## config.mk

```make
export PLATFORM = sky130hd
export DESIGN_NAME = packed_bayer_raw_unpacker
export DESIGN_NICKNAME = d
export VERILOG_FILES = /design/src/pbru_pkg.sv /design/src/pbru_core.sv /design/src/pbru_out.sv /design/src/packed_bayer_raw_unpacker.sv
export SDC_FILE = /design/constraint.sdc
export NUM_CORES = 1
export LEC_CHECK = 0
export ABC_AREA = 1
export BUFFER_PORTS_ARGS = -buffer_cell sky130_fd_sc_hd__buf_4
export CAP_MARGIN = 30
export CORE_MARGIN = 2
export CORE_UTILIZATION = 50
export DETAILED_ROUTE_END_ITERATION = 8
export PLACE_DENSITY_LB_ADDON = 0.3
export SYNTH_ARGS = -nofsm -noshare
export SYNTH_HDL_FRONTEND = slang
export SYNTH_SLANG_ARGS = --single-unit
```

## constraint.sdc

```tcl
create_clock -name clock -period 6.3 [get_ports clock]
set_input_delay 0.315 -clock clock [delete_from_list [all_inputs] [get_ports clock]]
set_output_delay 0.315 -clock clock [all_outputs]
set_load 0.03 [all_outputs]
```

## src/pbru_pkg.sv

```systemverilog
// Shared types and constants for the packed Bayer raw unpacker.
package pbru_pkg;

   // Packing format codes as written to the format register
   typedef enum logic [1:0] {
      FMT_RAW10 = 2'd0,
      FMT_RAW12 = 2'd1,
      FMT_RAW14 = 2'd2
   } fmt_type;

   // Configuration register indexes
   typedef enum logic [1:0] {
      CSR_PACKING_FORMAT   = 2'd0,
      CSR_ROW_WIDTH_QUADS  = 2'd1,
      CSR_ROW_STRIDE_BYTES = 2'd2
   } csr_index_type;

   localparam int FormatWidth = 2;
   localparam int QuadsWidth  = 13;
   localparam int StrideWidth = 16;
   localparam int ActiveWidth = 16;
   localparam int PixelWidth  = 14;
   localparam int GroupPixels = 4;

   // Upper bound applied to the row stride
   localparam logic [19:0] MAX_ROW_BYTES = 20'd65535;

   localparam logic [FormatWidth-1:0] FormatReset = 2'd0;
   localparam logic [QuadsWidth-1:0]  QuadsReset  = 13'd1;
   localparam logic [StrideWidth-1:0] StrideReset = 16'd5;

   // One group of results handed from the unpack stage to the output buffer
   typedef struct packed {
      logic [GroupPixels-1:0][PixelWidth-1:0] pix;
      logic [2:0]                             count;
      logic                                   row_end;
      logic                                   err;
   } group_type;

endpackage

```

## src/pbru_core.sv

```systemverilog
// Unpack stage: group and row position tracking, byte stores, pixel assembly.
module pbru_core (
   input  logic                                clock,
   input  logic                                reset,
   input  logic [pbru_pkg::FormatWidth-1:0]    fmt,
   input  logic [pbru_pkg::QuadsWidth-1:0]     quads_cfg,
   input  logic [pbru_pkg::StrideWidth-1:0]    stride_cfg,
   input  logic [7:0]                          byte_in,
   input  logic                                advance,
   output logic                                needs_out,
   output pbru_pkg::group_type                 group
);

   logic [2:0]                          group_pos_ff, group_pos_in;
   logic [pbru_pkg::StrideWidth-1:0]    row_pos_ff, row_pos_in;
   logic [7:0]                          high_ff [pbru_pkg::GroupPixels];
   logic [7:0]                          low_ff  [2];

   logic [2:0]                          group_bytes;
   logic [2:0]                          group_pix;
   logic [2:0]                          active_mult;
   logic [pbru_pkg::QuadsWidth-1:0]     quads;
   logic [pbru_pkg::ActiveWidth-1:0]    active;
   logic [pbru_pkg::StrideWidth-1:0]    stride;
   logic [pbru_pkg::StrideWidth:0]      pos_inc;
   logic [2:0]                          g;
   logic [3:0]                          g_inc;
   logic                                err;
   logic                                in_active;
   logic                                closes_group;
   logic                                store_high;
   logic                                store_low;
   pbru_pkg::fmt_type                   raw_mode;

   // Decode format; the unused code behaves as RAW14
   always_comb begin
      unique case (fmt)
         pbru_pkg::FMT_RAW10: begin
            raw_mode    = pbru_pkg::FMT_RAW10;
            group_bytes = 3'd5;
            group_pix   = 3'd4;
            active_mult = 3'd5;
         end
         pbru_pkg::FMT_RAW12: begin
            raw_mode    = pbru_pkg::FMT_RAW12;
            group_bytes = 3'd3;
            group_pix   = 3'd2;
            active_mult = 3'd6;
         end
         default: begin
            raw_mode    = pbru_pkg::FMT_RAW14;
            group_bytes = 3'd7;
            group_pix   = 3'd4;
            active_mult = 3'd7;
         end
      endcase
   end

   always_comb begin
      quads  = (quads_cfg == '0) ? pbru_pkg::QuadsWidth'(1) : quads_cfg;
      active = pbru_pkg::ActiveWidth'(quads) * pbru_pkg::ActiveWidth'(active_mult);
      if ({4'b0, stride_cfg} > pbru_pkg::MAX_ROW_BYTES)
         stride = pbru_pkg::MAX_ROW_BYTES[pbru_pkg::StrideWidth-1:0];
      else
         stride = stride_cfg;
      err          = stride < active;
      g            = (group_pos_ff >= group_bytes) ? 3'd0 : group_pos_ff;
      g_inc        = {1'b0, g} + 4'd1;
      pos_inc      = {1'b0, row_pos_ff} + 17'd1;
      in_active    = row_pos_ff < active;
      closes_group = g_inc >= {1'b0, group_bytes};
      store_high   = !err && in_active && !closes_group && (g < group_pix);
      store_low    = !err && in_active && !closes_group && (g >= group_pix);
      needs_out    = err || (in_active && closes_group);
   end

   // Next positions
   always_comb begin
      group_pos_in = group_pos_ff;
      row_pos_in   = row_pos_ff;
      if (!err) begin
         group_pos_in = g;
         if (in_active)
            group_pos_in = closes_group ? 3'd0 : g_inc[2:0];
         if (pos_inc >= {1'b0, stride}) begin
            row_pos_in   = '0;
            group_pos_in = 3'd0;
         end else begin
            row_pos_in = pos_inc[pbru_pkg::StrideWidth-1:0];
         end
      end
   end

   // Assemble the group's pixels from the stores and the closing byte
   always_comb begin
      group.pix     = '0;
      group.count   = group_pix;
      group.row_end = pos_inc == {1'b0, active};
      group.err     = 1'b0;
      if (err) begin
         group.count   = 3'd1;
         group.row_end = 1'b0;
         group.err     = 1'b1;
      end else begin
         case (raw_mode)
            pbru_pkg::FMT_RAW10: begin
               for (int i = 0; i < pbru_pkg::GroupPixels; i++)
                  group.pix[i] = {4'b0, high_ff[i], 2'(byte_in >> (2 * i))};
            end
            pbru_pkg::FMT_RAW12: begin
               group.pix[0] = {2'b0, high_ff[0], byte_in[3:0]};
               group.pix[1] = {2'b0, high_ff[1], byte_in[7:4]};
            end
            default: begin
               group.pix[0] = {high_ff[0], low_ff[0][5:0]};
               group.pix[1] = {high_ff[1], low_ff[1][3:0], low_ff[0][7:6]};
               group.pix[2] = {high_ff[2], byte_in[1:0], low_ff[1][7:4]};
               group.pix[3] = {high_ff[3], byte_in[7:2]};
            end
         endcase
      end
   end

   always_ff @(posedge clock) begin
      if (reset) begin
         group_pos_ff <= '0;
         row_pos_ff   <= '0;
      end else if (advance) begin
         group_pos_ff <= group_pos_in;
         row_pos_ff   <= row_pos_in;
      end
   end

   always_ff @(posedge clock) begin
      if (advance && store_high)
         high_ff[g[1:0]] <= byte_in;
      if (advance && store_low)
         low_ff[g[0]] <= byte_in;
   end

endmodule

```

## src/pbru_out.sv

```systemverilog
// Output buffer holds one group of pixels; one out per cycle while rsp_ready.
module pbru_out (
   input  logic                                clock,
   input  logic                                reset,
   input  logic                                load,
   input  pbru_pkg::group_type                 group,
   output logic                                free,
   output logic                                rsp_valid,
   input  logic                                rsp_ready,
   output logic [pbru_pkg::PixelWidth-1:0]     rsp_pixel_value,
   output logic                                rsp_group_last,
   output logic                                rsp_row_end,
   output logic                                rsp_stride_error
);

   logic [pbru_pkg::GroupPixels-1:0][pbru_pkg::PixelWidth-1:0] pix_ff;
   logic       row_end_ff;
   logic       err_ff;
   logic [2:0] left_ff, left_in;
   logic [1:0] idx_ff, idx_in;
   logic       take;

   always_comb begin
      rsp_valid        = left_ff != 3'd0;
      take             = rsp_valid && rsp_ready;
      free             = (left_ff == 3'd0) || ((left_ff == 3'd1) && rsp_ready);
      rsp_pixel_value  = pix_ff[idx_ff];
      rsp_group_last   = left_ff == 3'd1;
      rsp_row_end      = row_end_ff && (left_ff == 3'd1);
      rsp_stride_error = err_ff;
   end

   always_comb begin
      left_in = left_ff;
      idx_in  = idx_ff;
      if (load) begin
         left_in = group.count;
         idx_in  = 2'd0;
      end else if (take) begin
         left_in = left_ff - 3'd1;
         idx_in  = idx_ff + 2'd1;
      end
   end

   always_ff @(posedge clock) begin
      if (reset) begin
         left_ff <= '0;
         idx_ff  <= '0;
      end else begin
         left_ff <= left_in;
         idx_ff  <= idx_in;
      end
   end

   always_ff @(posedge clock) begin
      if (load) begin
         pix_ff     <= group.pix;
         row_end_ff <= group.row_end;
         err_ff     <= group.err;
      end
   end

endmodule

```

## src/packed_bayer_raw_unpacker.sv

```systemverilog
// Top level of the packed Bayer raw unpacker: input register, registers, stages.
// Takes one packed byte and returns one low-aligned pixel per cycle while neither side
// stalls. A byte is held in the input register and unpacked from there; the byte that
// closes a group loads the group's 4 (RAW12: 2) pixels into an output buffer, which
// drains one pixel per cycle while the result side is ready. A row streams at one byte
// per cycle as long as the result side keeps taking pixels. Only a byte that releases
// results waits (a group-closing byte, or any byte while the stride is too small), and
// only while the previous group is still in the output buffer. If the stride is below
// the packed row size, each byte returns a single flagged result with value 0.
// Configuration registers: 0 packing format, 1 row width in quads, 2 row stride in
// bytes; write them only while the block is idle.
module packed_bayer_raw_unpacker (
   input  logic                                clock,
   input  logic                                reset,
   input  logic                                req_valid,
   output logic                                req_ready,
   input  logic [7:0]                          req_packed_byte,
   output logic                                rsp_valid,
   input  logic                                rsp_ready,
   output logic [pbru_pkg::PixelWidth-1:0]     rsp_pixel_value,
   output logic                                rsp_group_last,
   output logic                                rsp_row_end,
   output logic                                rsp_stride_error,
   input  logic                                csr_valid,
   output logic                                csr_ready,
   input  logic [1:0]                          csr_index,
   input  logic [pbru_pkg::StrideWidth-1:0]    csr_data
);

   logic [pbru_pkg::FormatWidth-1:0]  fmt_ff;
   logic [pbru_pkg::QuadsWidth-1:0]   quads_ff;
   logic [pbru_pkg::StrideWidth-1:0]  stride_ff;
   logic                              in_valid_ff;
   logic [7:0]                        in_byte_ff;
   logic                              advance;
   logic                              needs_out;
   logic                              out_free;
   logic                              load;
   pbru_pkg::group_type               group;

   assign csr_ready = 1'b1;

   always_ff @(posedge clock) begin
      if (reset) begin
         fmt_ff    <= pbru_pkg::FormatReset;
         quads_ff  <= pbru_pkg::QuadsReset;
         stride_ff <= pbru_pkg::StrideReset;
      end else if (csr_valid && csr_ready) begin
         unique case (csr_index)
            pbru_pkg::CSR_PACKING_FORMAT:
               fmt_ff <= csr_data[pbru_pkg::FormatWidth-1:0];
            pbru_pkg::CSR_ROW_WIDTH_QUADS:
               quads_ff <= csr_data[pbru_pkg::QuadsWidth-1:0];
            pbru_pkg::CSR_ROW_STRIDE_BYTES:
               stride_ff <= csr_data;
            default: ;
         endcase
      end
   end

   // Hold the registered byte until the unpack stage can retire it
   always_comb begin
      advance   = in_valid_ff && (!needs_out || out_free);
      load      = advance && needs_out;
      req_ready = !in_valid_ff || advance;
   end

   always_ff @(posedge clock) begin
      if (reset)
         in_valid_ff <= 1'b0;
      else if (req_ready)
         in_valid_ff <= req_valid;
   end

   always_ff @(posedge clock) begin
      if (req_valid && req_ready)
         in_byte_ff <= req_packed_byte;
   end

   pbru_core u_core (
      .clock      (clock),
      .reset      (reset),
      .fmt        (fmt_ff),
      .quads_cfg  (quads_ff),
      .stride_cfg (stride_ff),
      .byte_in    (in_byte_ff),
      .advance    (advance),
      .needs_out  (needs_out),
      .group      (group)
   );

   pbru_out u_out (
      .clock            (clock),
      .reset            (reset),
      .load             (load),
      .group            (group),
      .free             (out_free),
      .rsp_valid        (rsp_valid),
      .rsp_ready        (rsp_ready),
      .rsp_pixel_value  (rsp_pixel_value),
      .rsp_group_last   (rsp_group_last),
      .rsp_row_end      (rsp_row_end),
      .rsp_stride_error (rsp_stride_error)
   );

   assert property (@(posedge clock) reset |=> !rsp_valid)
      else $error("result valid after reset");

   assert property (@(posedge clock) disable iff (reset)
      rsp_valid && rsp_stride_error |-> rsp_group_last && !rsp_row_end)
      else $error("stride error result must be a lone group-last result");

   assert property (@(posedge clock) disable iff (reset)
      rsp_valid && rsp_row_end |-> rsp_group_last)
      else $error("row end off a group boundary");

   assert property (@(posedge clock) disable iff (reset)
      load |-> out_free)
      else $error("group loaded over undelivered pixels");

endmodule

```

==> results by group, run 1 <==
Final layout
  – Final #Nets: 1,396
  – Final antenna diode count: 0
  – Non-Filler Cell Area, Final: 11,700 um2
  – Proportion of layout cells with a drive suffix above 1: 0.112
  – Area grow syn2layout: 11.4%
  – Storage cell area: 4550 um2
  – Multi-input gate area: 5070 um2
  – Fillers: 1,870

Route
  – WL per Instance: 16.8 um
  – Post-Route WL: 26,400 um
  – Vias per inst: 5.51
  – Drt pass-1 iters: 6
  – Post-route ant nets: 0
  – DR iter-0 viols: 928
  – Via Count: 8,664
  – DR DRC count: 0

Floorplanning
  – # IOs: 51
  – Core box area: 20,400 um2
  – Rows: 52
  – Die width: 149 um
  – Chip height: 149 um
  – Die Area: 22,100 um2
  – Initial Util: 0.513

STA
  – Slew headroom: 0.330
  – Worst Skew: 0.0167 ns
  – Slew Viols, Final: 0
  – Final setup fails: 0
  – Final hold vios: 0
  – Actual slew at the worst max-slew pin: 0.998 ns
  – Setup TNS Final: 0 ns
  – Period utilization: 0.872
  – RSZ-0062 raised after global routing: no
  – Max Clk Rate: 0.182 GHz
  – Worst setup margin: 0.805 ns
  – Fin crit period: 5.50 ns

Setup path
  – Worst r2r dst: u_core.low_ff[0][1]
  – R2R Path Start: quads_ff[7]
  – CP Capture Type: flip-flop
  – Instance count on the critical path: 24
  – FF-to-FF path depth: 24
  – CP top delay family: simple AND/OR/NAND/NOR gates
  – Setup CP Type: flip-flop to flip-flop
  – Worst R2R Setup Slack: 0.80 ns
  – Crit path max fanout: 18
  – Slowest cell delay on critical path: 0.83 ns
  – Slowest CP cell: nor3_1
  – Crit path buffers/inverters: 3
  – Critical path cell sequence: inv_1 -> nand3_1 -> nor2_1 -> nand2_1 -> nand2_1 -> inv_1 -> fa_1 -> inv_1 -> ha_1 -> fa_1 -> nand3_1 -> nand3_2 -> a21oi_1 -> xor2_1 -> ha_1 -> a21oi_1 -> nand3b_1 -> nand2_1 -> nand2_2 -> nand3_4 -> nand2_8 -> nand2_8 -> nand4_4 -> nor3_1
  – WP data arrival: 5.56 ns
  – CP Data Required Time: 6.36 ns
  – Worst Setup Start Kind: flip-flop

Synth
  – Largest family of logic cells by synthesized area: simple AND/OR/NAND/NOR gates
  – Synthesized instance count: 1,259
  – Post-synthesis cell type count: 49
  – Warnings from Yosys: 0
  – Dominant synthesized flop cell: edfxtp_1
  – Mapped cell area: 10,500 um2
  – Mean Syn Cell Area: 8.32 um2
  – Most frequent cell after synthesis: nand2_1
  – Post-synthesis adder-cell area fraction: 0.101
  – Post-synthesis async set-or-reset flop share: 0
  – EDFF count, synth: 114
  – Mapped Nets: 1,367
  – Post-synthesis compound-gate area fraction: 0.114
  – Synth Area in Simple Gates: 0.241
  – Share of the synthesized area in the top cell type: 0.327
  – Synth Area in XOR/XNOR: 0.0257
  – Part of the Yosys area used for sequential elements: 0.434
  – Top post-synthesis cells by count: nand2_1 (272), inv_1 (160), nor2_1 (141), edfxtp_1 (114), a21oi_1 (70)
  – Cell type with the largest total area after synthesis: edfxtp_1
  – Mux cell area share after synthesis: 0.00191
  – Yosys reg bits: 170
  – Top cells by area, synth: edfxtp_1 (33%), dfxtp_1 (11%), nand2_1 (9.7%)

Global route
  – Initial antenna violation count: 0
  – GRT Overall Usage: 0.248
  – Global route overflow: 0
  – Largest net degree at the start of global routing: 59
  – First-pass GRT wire length: 42,900 um
  – Vias in the first global route: 8,131

Clock tree
  – Setup bufs post-CTS: 0
  – Worst skew pair latency: 0.45 ns
  – Maximum clock path buffer count: 2
  – Resize count post-CTS: 0
  – CTS Sinks: 170
  – CTS Buf Count: 17
  – Htree depth: 4
  – TritonCTS clock tree: built
  – CTS Hold Bufs: 0
  – Clock tree root buffer cell: clkbuf_16
  – Clock slew at reported path FFs: 0.08 ns

Power
  – Pint: 2.20 mW
  – Sw Pwr: 1.32 mW
  – Net Sw Frac: 0.374
  – Clk network pwr share: 0.305
  – Worst VDD drop: 0.000284 V
  – Sequential share of power: 0.399
  – Combinational power share: 0.296
  – Static leakage power: 5.07 nW
  – Power Dens Cells: 302 nW/um2

Placed design
  – Post-DP HPWL: 19,200 um
  – Routability cong.: 0.895
  – Buffers added on ports: 49
  – Dpl ws: 0.852 ns
  – Post-DP Area: 11,100 um2

Min path
  – Hold Crit Endpoint: in_byte_ff[1]
  – Hold WC Path Type: primary input to flip-flop
  – Hold Crit Start: req_packed_byte[1]
  – Cells on Worst Hold Path: 1

Status
  – Outcome: finished clean

Job
  – Max-cap viol count: 0
-- worst max path at each step --
stage / from / to / slack [ns]
floorplan: fmt_ff[1] / u_out.pix_ff[0] / 0.79
global placement: quads_ff[10] / u_core.high_ff[1][3] / 0.85
detailed placement: quads_ff[10] / u_core.low_ff[0][7] / 0.85
CTS: quads_ff[7] / u_core.low_ff[0][2] / 0.84
global route: fmt_ff[0] / u_core.low_ff[0][2] / 0.41
finish: quads_ff[7] / u_core.low_ff[0][1] / 0.80
-- layer usage --
layer / vias up / GRT usage / part of all wire
met5: - / 0 / 0
met4: 0 / 0.0614 / 0.012
met3: 23 / 0.0373 / 0.063
met2: 307 / 0.376 / 0.44
met1: 4056 / 0.376 / 0.49
li1: 4278 / - / -
-- registers in the layout, indices dropped and copies added (netlist names), 2 cells and up --
| signal | flops |
|---|---|
| u_core.row_pos_ff | 16 |
| u_core.high_ff | 32 |
| u_core.group_pos_ff | 3 |
| in_byte_ff | 8 |
| quads_ff | 13 |
| u_core.low_ff | 16 |
| u_out.idx_ff | 2 |
| u_out.pix_ff | 56 |
| u_out.left_ff | 3 |
| fmt_ff | 2 |
| stride_ff | 16 |
-- metrics by stage --
step,utilization,power (mW),hold slack (ns),std cells
final,0.571,3.52,0.0452,1571
after global routing,0.571,3.69,0.0325,1571
after CTS,0.571,3.53,0.0364,1571
after detailed placement,0.541,2.47,0.484,1539
after global placement,0.540,2.45,0.484,1537
after floorplan,-,2.18,0.414,1259
-- cell families (layout without fill, tap and decap cells) --
kind of cell             count (synthesis)  in the layout
other                                    1              1
buffers and inverters                  213            255
adder cells (fa/ha/maj)                 77             77
XOR/XNOR                                29             29
flip-flops                             170            170
multiplexers                             2              2
AO/OA/AOI/OAI                          205            205
AND/OR/NAND/NOR                        562            562
-- placed cells by master, fill, tap and decap left out, types with 4 or more instances in the layout --
master and count:
nand2_1 272, inv_1 159, nor2_1 140, edfxtp_1 114
a21oi_1 70, ha_1 65, o21ai_0 61, buf_4 59
dfxtp_1 55, nand3_1 46, nand4_1 35, xor2_1 21
a31oi_1 20, a22oi_1 20, nor3_1 17, clkbuf_16 17
o22ai_1 14, nand2_2 13, fa_1 12, nor2_2 10
nand3_2 8, xnor2_1 7, clkinv_8 6, a21oi_2 4
nand3b_1 4, nor4_1 4, inv_8 4
-- power by group through the flow --
stage,Combinational [mW],Sequential [mW],Clock [mW]
final,1.04,1.41,1.07
after global routing,1.15,1.42,1.12
after CTS,1.04,1.41,1.08
after detailed placement,1.04,1.43,0
after global placement,1.02,1.43,0
after floorplan,0.774,1.40,0
-- cell type report --
cell class,instances,area share
clock inverters,15,0.0160
inverters,161,0.0518
clock buffers,17,0.0365
flip-flops and latches,170,0.390
multi-input cells,876,0.435
well taps,270,0.0290
repair buffers,62,0.0425
-- worst register-to-register path, stage by stage, from the launching register on --
cell      delay (ns)
dfxtp_1         0.33
inv_1           0.12
nand3_1         0.12
nor2_1          0.11
nand2_1         0.06
nand2_1         0.08
inv_1           0.09
fa_1            0.55
inv_1           0.04
ha_1            0.24
fa_1            0.43
nand3_1         0.12
nand3_2         0.11
a21oi_1         0.19
xor2_1          0.41
ha_1            0.24
a21oi_1         0.06
nand3b_1        0.15
nand2_1         0.09
nand2_2         0.07
nand3_4         0.26
nand2_8         0.12
nand2_8         0.14
nand4_4         0.14
nor3_1          0.83
Power figures use the tool's default switching activity.
==> run 2: changes to the inputs <==
Settings changed: BUFFER_PORTS_ARGS -buffer_cell sky130_fd_sc_hd__buf_4 to unset, DONT_BUFFER_PORTS set to 1.
==> run 2 against run 1 <==
Net effect: via count is 1.1% lower; register-to-register slack lost 0.14 ns; total power is 1.9% lower; first-iteration DRC count down 5.0%; wire length fell by 1.6%; die area is the same; setup slack worse by 0.14 ns; non-clock buffer count fell by 37; design area down 1.8%; hold slack worse by 0.027 ns.
==> results by group, run 2 (synthesis results as in run 1) <==
Global route
  – Largest net degree at the start of global routing: 57 (-3.4%)
  – Initial antenna violation count: 0 (unchanged)
  – Global route overflow: 0 (unchanged)
  – Vias in the first global route: 8,137 (+0.074%)
  – GRT Overall Usage: 0.244 (-0.00421)
  – First-pass GRT wire length: 42,200 um (-1.5%)

Setup path
  – Critical path cell sequence: inv_1 -> nand3_1 -> nor2_1 -> nand2_1 -> nand2_1 -> inv_1 -> fa_1 -> inv_1 -> ha_1 -> fa_1 -> nand3_1 -> nand3_2 -> xnor2_1 -> ha_1 -> nand2_1 -> inv_1 -> a221oi_1 -> nand2_1 -> nand2_2 -> nand3_4 -> nand2_8 -> nand3_4 -> inv_2 -> buf_12
  – Worst R2R Setup Slack: 0.67 ns (-0.14 ns)
  – CP Capture Type: flip-flop
  – Setup CP Type: flip-flop to flip-flop
  – CP Data Required Time: 6.43 ns (+0.07 ns)
  – R2R Path Start: quads_ff[10]
  – Slowest CP cell: fa_1
  – FF-to-FF path depth: 24 (unchanged)
  – Crit path max fanout: 33 (+15)
  – Slowest cell delay on critical path: 0.53 ns (-0.30 ns)
  – Worst Setup Start Kind: flip-flop
  – WP data arrival: 5.77 ns (+0.21 ns)
  – CP top delay family: adder cells
  – Crit path buffers/inverters: 6 (+3)
  – Worst r2r dst: u_out.pix_ff[50]

Final layout
  – Largest register FFs: 56 (unchanged)
  – Final antenna diode count: 0 (unchanged)
  – Reg with most FFs: u_out.pix_ff
  – Commonest non-fill, non-tap cell in the layout: nand2_1
  – Most frequent cells in the layout: nand2_1 (272), inv_1 (159), nor2_1 (140), edfxtp_1 (114), a21oi_1 (70)
  – Final #Nets: 1,359 (-2.7%)
  – Final Util: 0.561 (-0.0104)
  – Area grow syn2layout: 9.33%
  – Proportion of layout cells with a drive suffix above 1: 0.0775 (-0.0347)

Clock tree
  – CTS Sinks: 170 (unchanged)
  – Htree depth: 4 (unchanged)
  – Setup bufs post-CTS: 0 (unchanged)
  – TritonCTS clock tree: built
  – CTS Buf Count: 17 (unchanged)
  – Maximum clock path buffer count: 2 (unchanged)
  – Clock tree root buffer cell: clkbuf_16
  – Clock slew at reported path FFs: 0.08 ns (about the same)
  – Worst skew pair latency: 0.44 ns (about the same)

Route
  – Post-Route WL: 26,000 um (-1.6%)
  – DR DRC count: 0 (unchanged)
  – WL per Instance: 16.9 um (+0.81%)
  – DR iter-0 viols: 882 (-5.0%)
  – Post-route ant nets: 0 (unchanged)
  – Vias per inst: 5.59 (+1.3%)
  – Via Count: 8,571 (-1.1%)
  – Drt pass-1 iters: 5 (-1)

Power
  – Static leakage power: 4.90 nW (-3.3%)
  – Total power: 3.46 mW (-1.9%)
  – Power Dens Cells: 302 nW/um2 (about the same)
  – Worst VDD drop: 0.000287 V (+1.3%)

STA
  – Setup TNS Final: 0 ns (unchanged)
  – Final hold vios: 0 (unchanged)
  – Fin crit period: 5.63 ns (+0.138 ns)
  – Slew Viols, Final: 0 (unchanged)
  – Worst Skew: 0.0121 ns (-0.00459 ns)
  – Slew headroom: 0.340 (+0.00986)
  – Actual slew at the worst max-slew pin: 0.988 ns (-0.00988 ns)
  – Max Clk Rate: 0.178 GHz (-2.4%)
  – Period utilization: 0.894 (+0.0219)
  – RSZ-0062 raised after global routing: no
  – Final setup fails: 0 (unchanged)

Floorplanning
  – Chip height: 149 um (unchanged)
  – Core box area: 20,400 um2 (unchanged)
  – # IOs: 51 (unchanged)
  – Die width: 149 um (unchanged)
  – Rows: 52 (unchanged)
  – Die Area: 22,100 um2 (unchanged)
  – Initial Util: 0.513 (unchanged)

Min path
  – Hold WC Path Type: primary input to flip-flop
  – Hold Crit Endpoint: quads_ff[11]
  – Hold Crit Start: csr_data[11]
  – Cells on Worst Hold Path: 2 (+1)

Status
  – Outcome: finished clean

Placed design
  – Post-DP HPWL: 18,800 um (-2.1%)
  – Routability cong.: 0.926 (+3.5%)
  – Buffers added on ports: 0 (-100%)

Job
  – Max-cap viol count: 0 (unchanged)
run 2: cell types whose count changed in the layout (fill, tap and decap cells not counted), sizes merged:
| cell | delta |
|---|---|
| buf | -48 |
| dlygate4sd3 | +11 |
run 2: repair_timing:
item,4_1_cts,5_1_grt
hold buffers,11,0
gates resized for setup,0,0
endpoints found under the setup margin,0,0
hold endpoints to repair,27,0
run 2: per-layer routing:
layer | vias up | routed length, um | track usage
met3 | 41 | 1680 | 0.0443
li1 | 4204 | - | -
met4 | 0 | 537 | 0.0719
met1 | 4015 | 12500 | 0.364
met2 | 311 | 11200 | 0.364
met5 | - | 0 | 0
run 2: worst max path at each step:
stage / start / to / slack (ns) / depth (start not counted)
global placement: quads_ff[10] / u_core.high_ff[1][1] / 0.83 / 25
finish: quads_ff[10] / u_out.pix_ff[50] / 0.67 / 24
global route: quads_ff[11] / u_out.pix_ff[50] / 0.32 / 24
CTS: quads_ff[10] / u_core.high_ff[1][6] / 0.61 / 25
floorplan: fmt_ff[1] / u_out.pix_ff[0] / 0.79 / 22
detailed placement: quads_ff[10] / u_core.high_ff[1][6] / 0.68 / 25
run 2: layout make-up:
class | instances | area (um2)
clock buffer | 17 | 425
tap | 270 | 338
multi-input combinational | 876 | 5070
fill | 1858 | 8970
timing repair buffer | 25 | 260
clock inverter | 15 | 209
inverter | 161 | 604
sequential | 170 | 4550
run 2: power breakdown:
| group | internal, mW | switching, mW |
|---|---|---|
| combinational | 0.256 | 0.684 |
| sequential | 1.34 | 0.0834 |
| clock | 0.551 | 0.545 |
| total | 2.14 | 1.31 |
run 2: stage by stage:
| step | hold slack (ns) | std cells | cell area, um2 | worst slack, ns |
|---|---|---|---|---|
| after floorplan | 0.414 | 1259 | 10500 | 0.789 |
| after global placement | 0.387 | 1486 | 10700 | 0.826 |
| after detailed placement | 0.389 | 1488 | 10700 | 0.681 |
| after CTS | 0.00363 | 1531 | 11400 | 0.607 |
| after global routing | 0.0398 | 1534 | 11500 | 0.325 |
| final | 0.0179 | 1534 | 11500 | 0.667 |
run 2: worst register-to-register path: stages (launching register included):
cell and delay, ns:
dfxtp_1 0.34, inv_1 0.16, nand3_1 0.12, nor2_1 0.11, nand2_1 0.05, nand2_1 0.10, inv_1 0.10, fa_1 0.53
inv_1 0.04, ha_1 0.24, fa_1 0.46, nand3_1 0.14, nand3_2 0.12, xnor2_1 0.46, ha_1 0.33, nand2_1 0.07
inv_1 0.05, a221oi_1 0.31, nand2_1 0.12, nand2_2 0.10, nand3_4 0.24, nand2_8 0.19, nand3_4 0.13, inv_2 0.51
buf_12 0.30
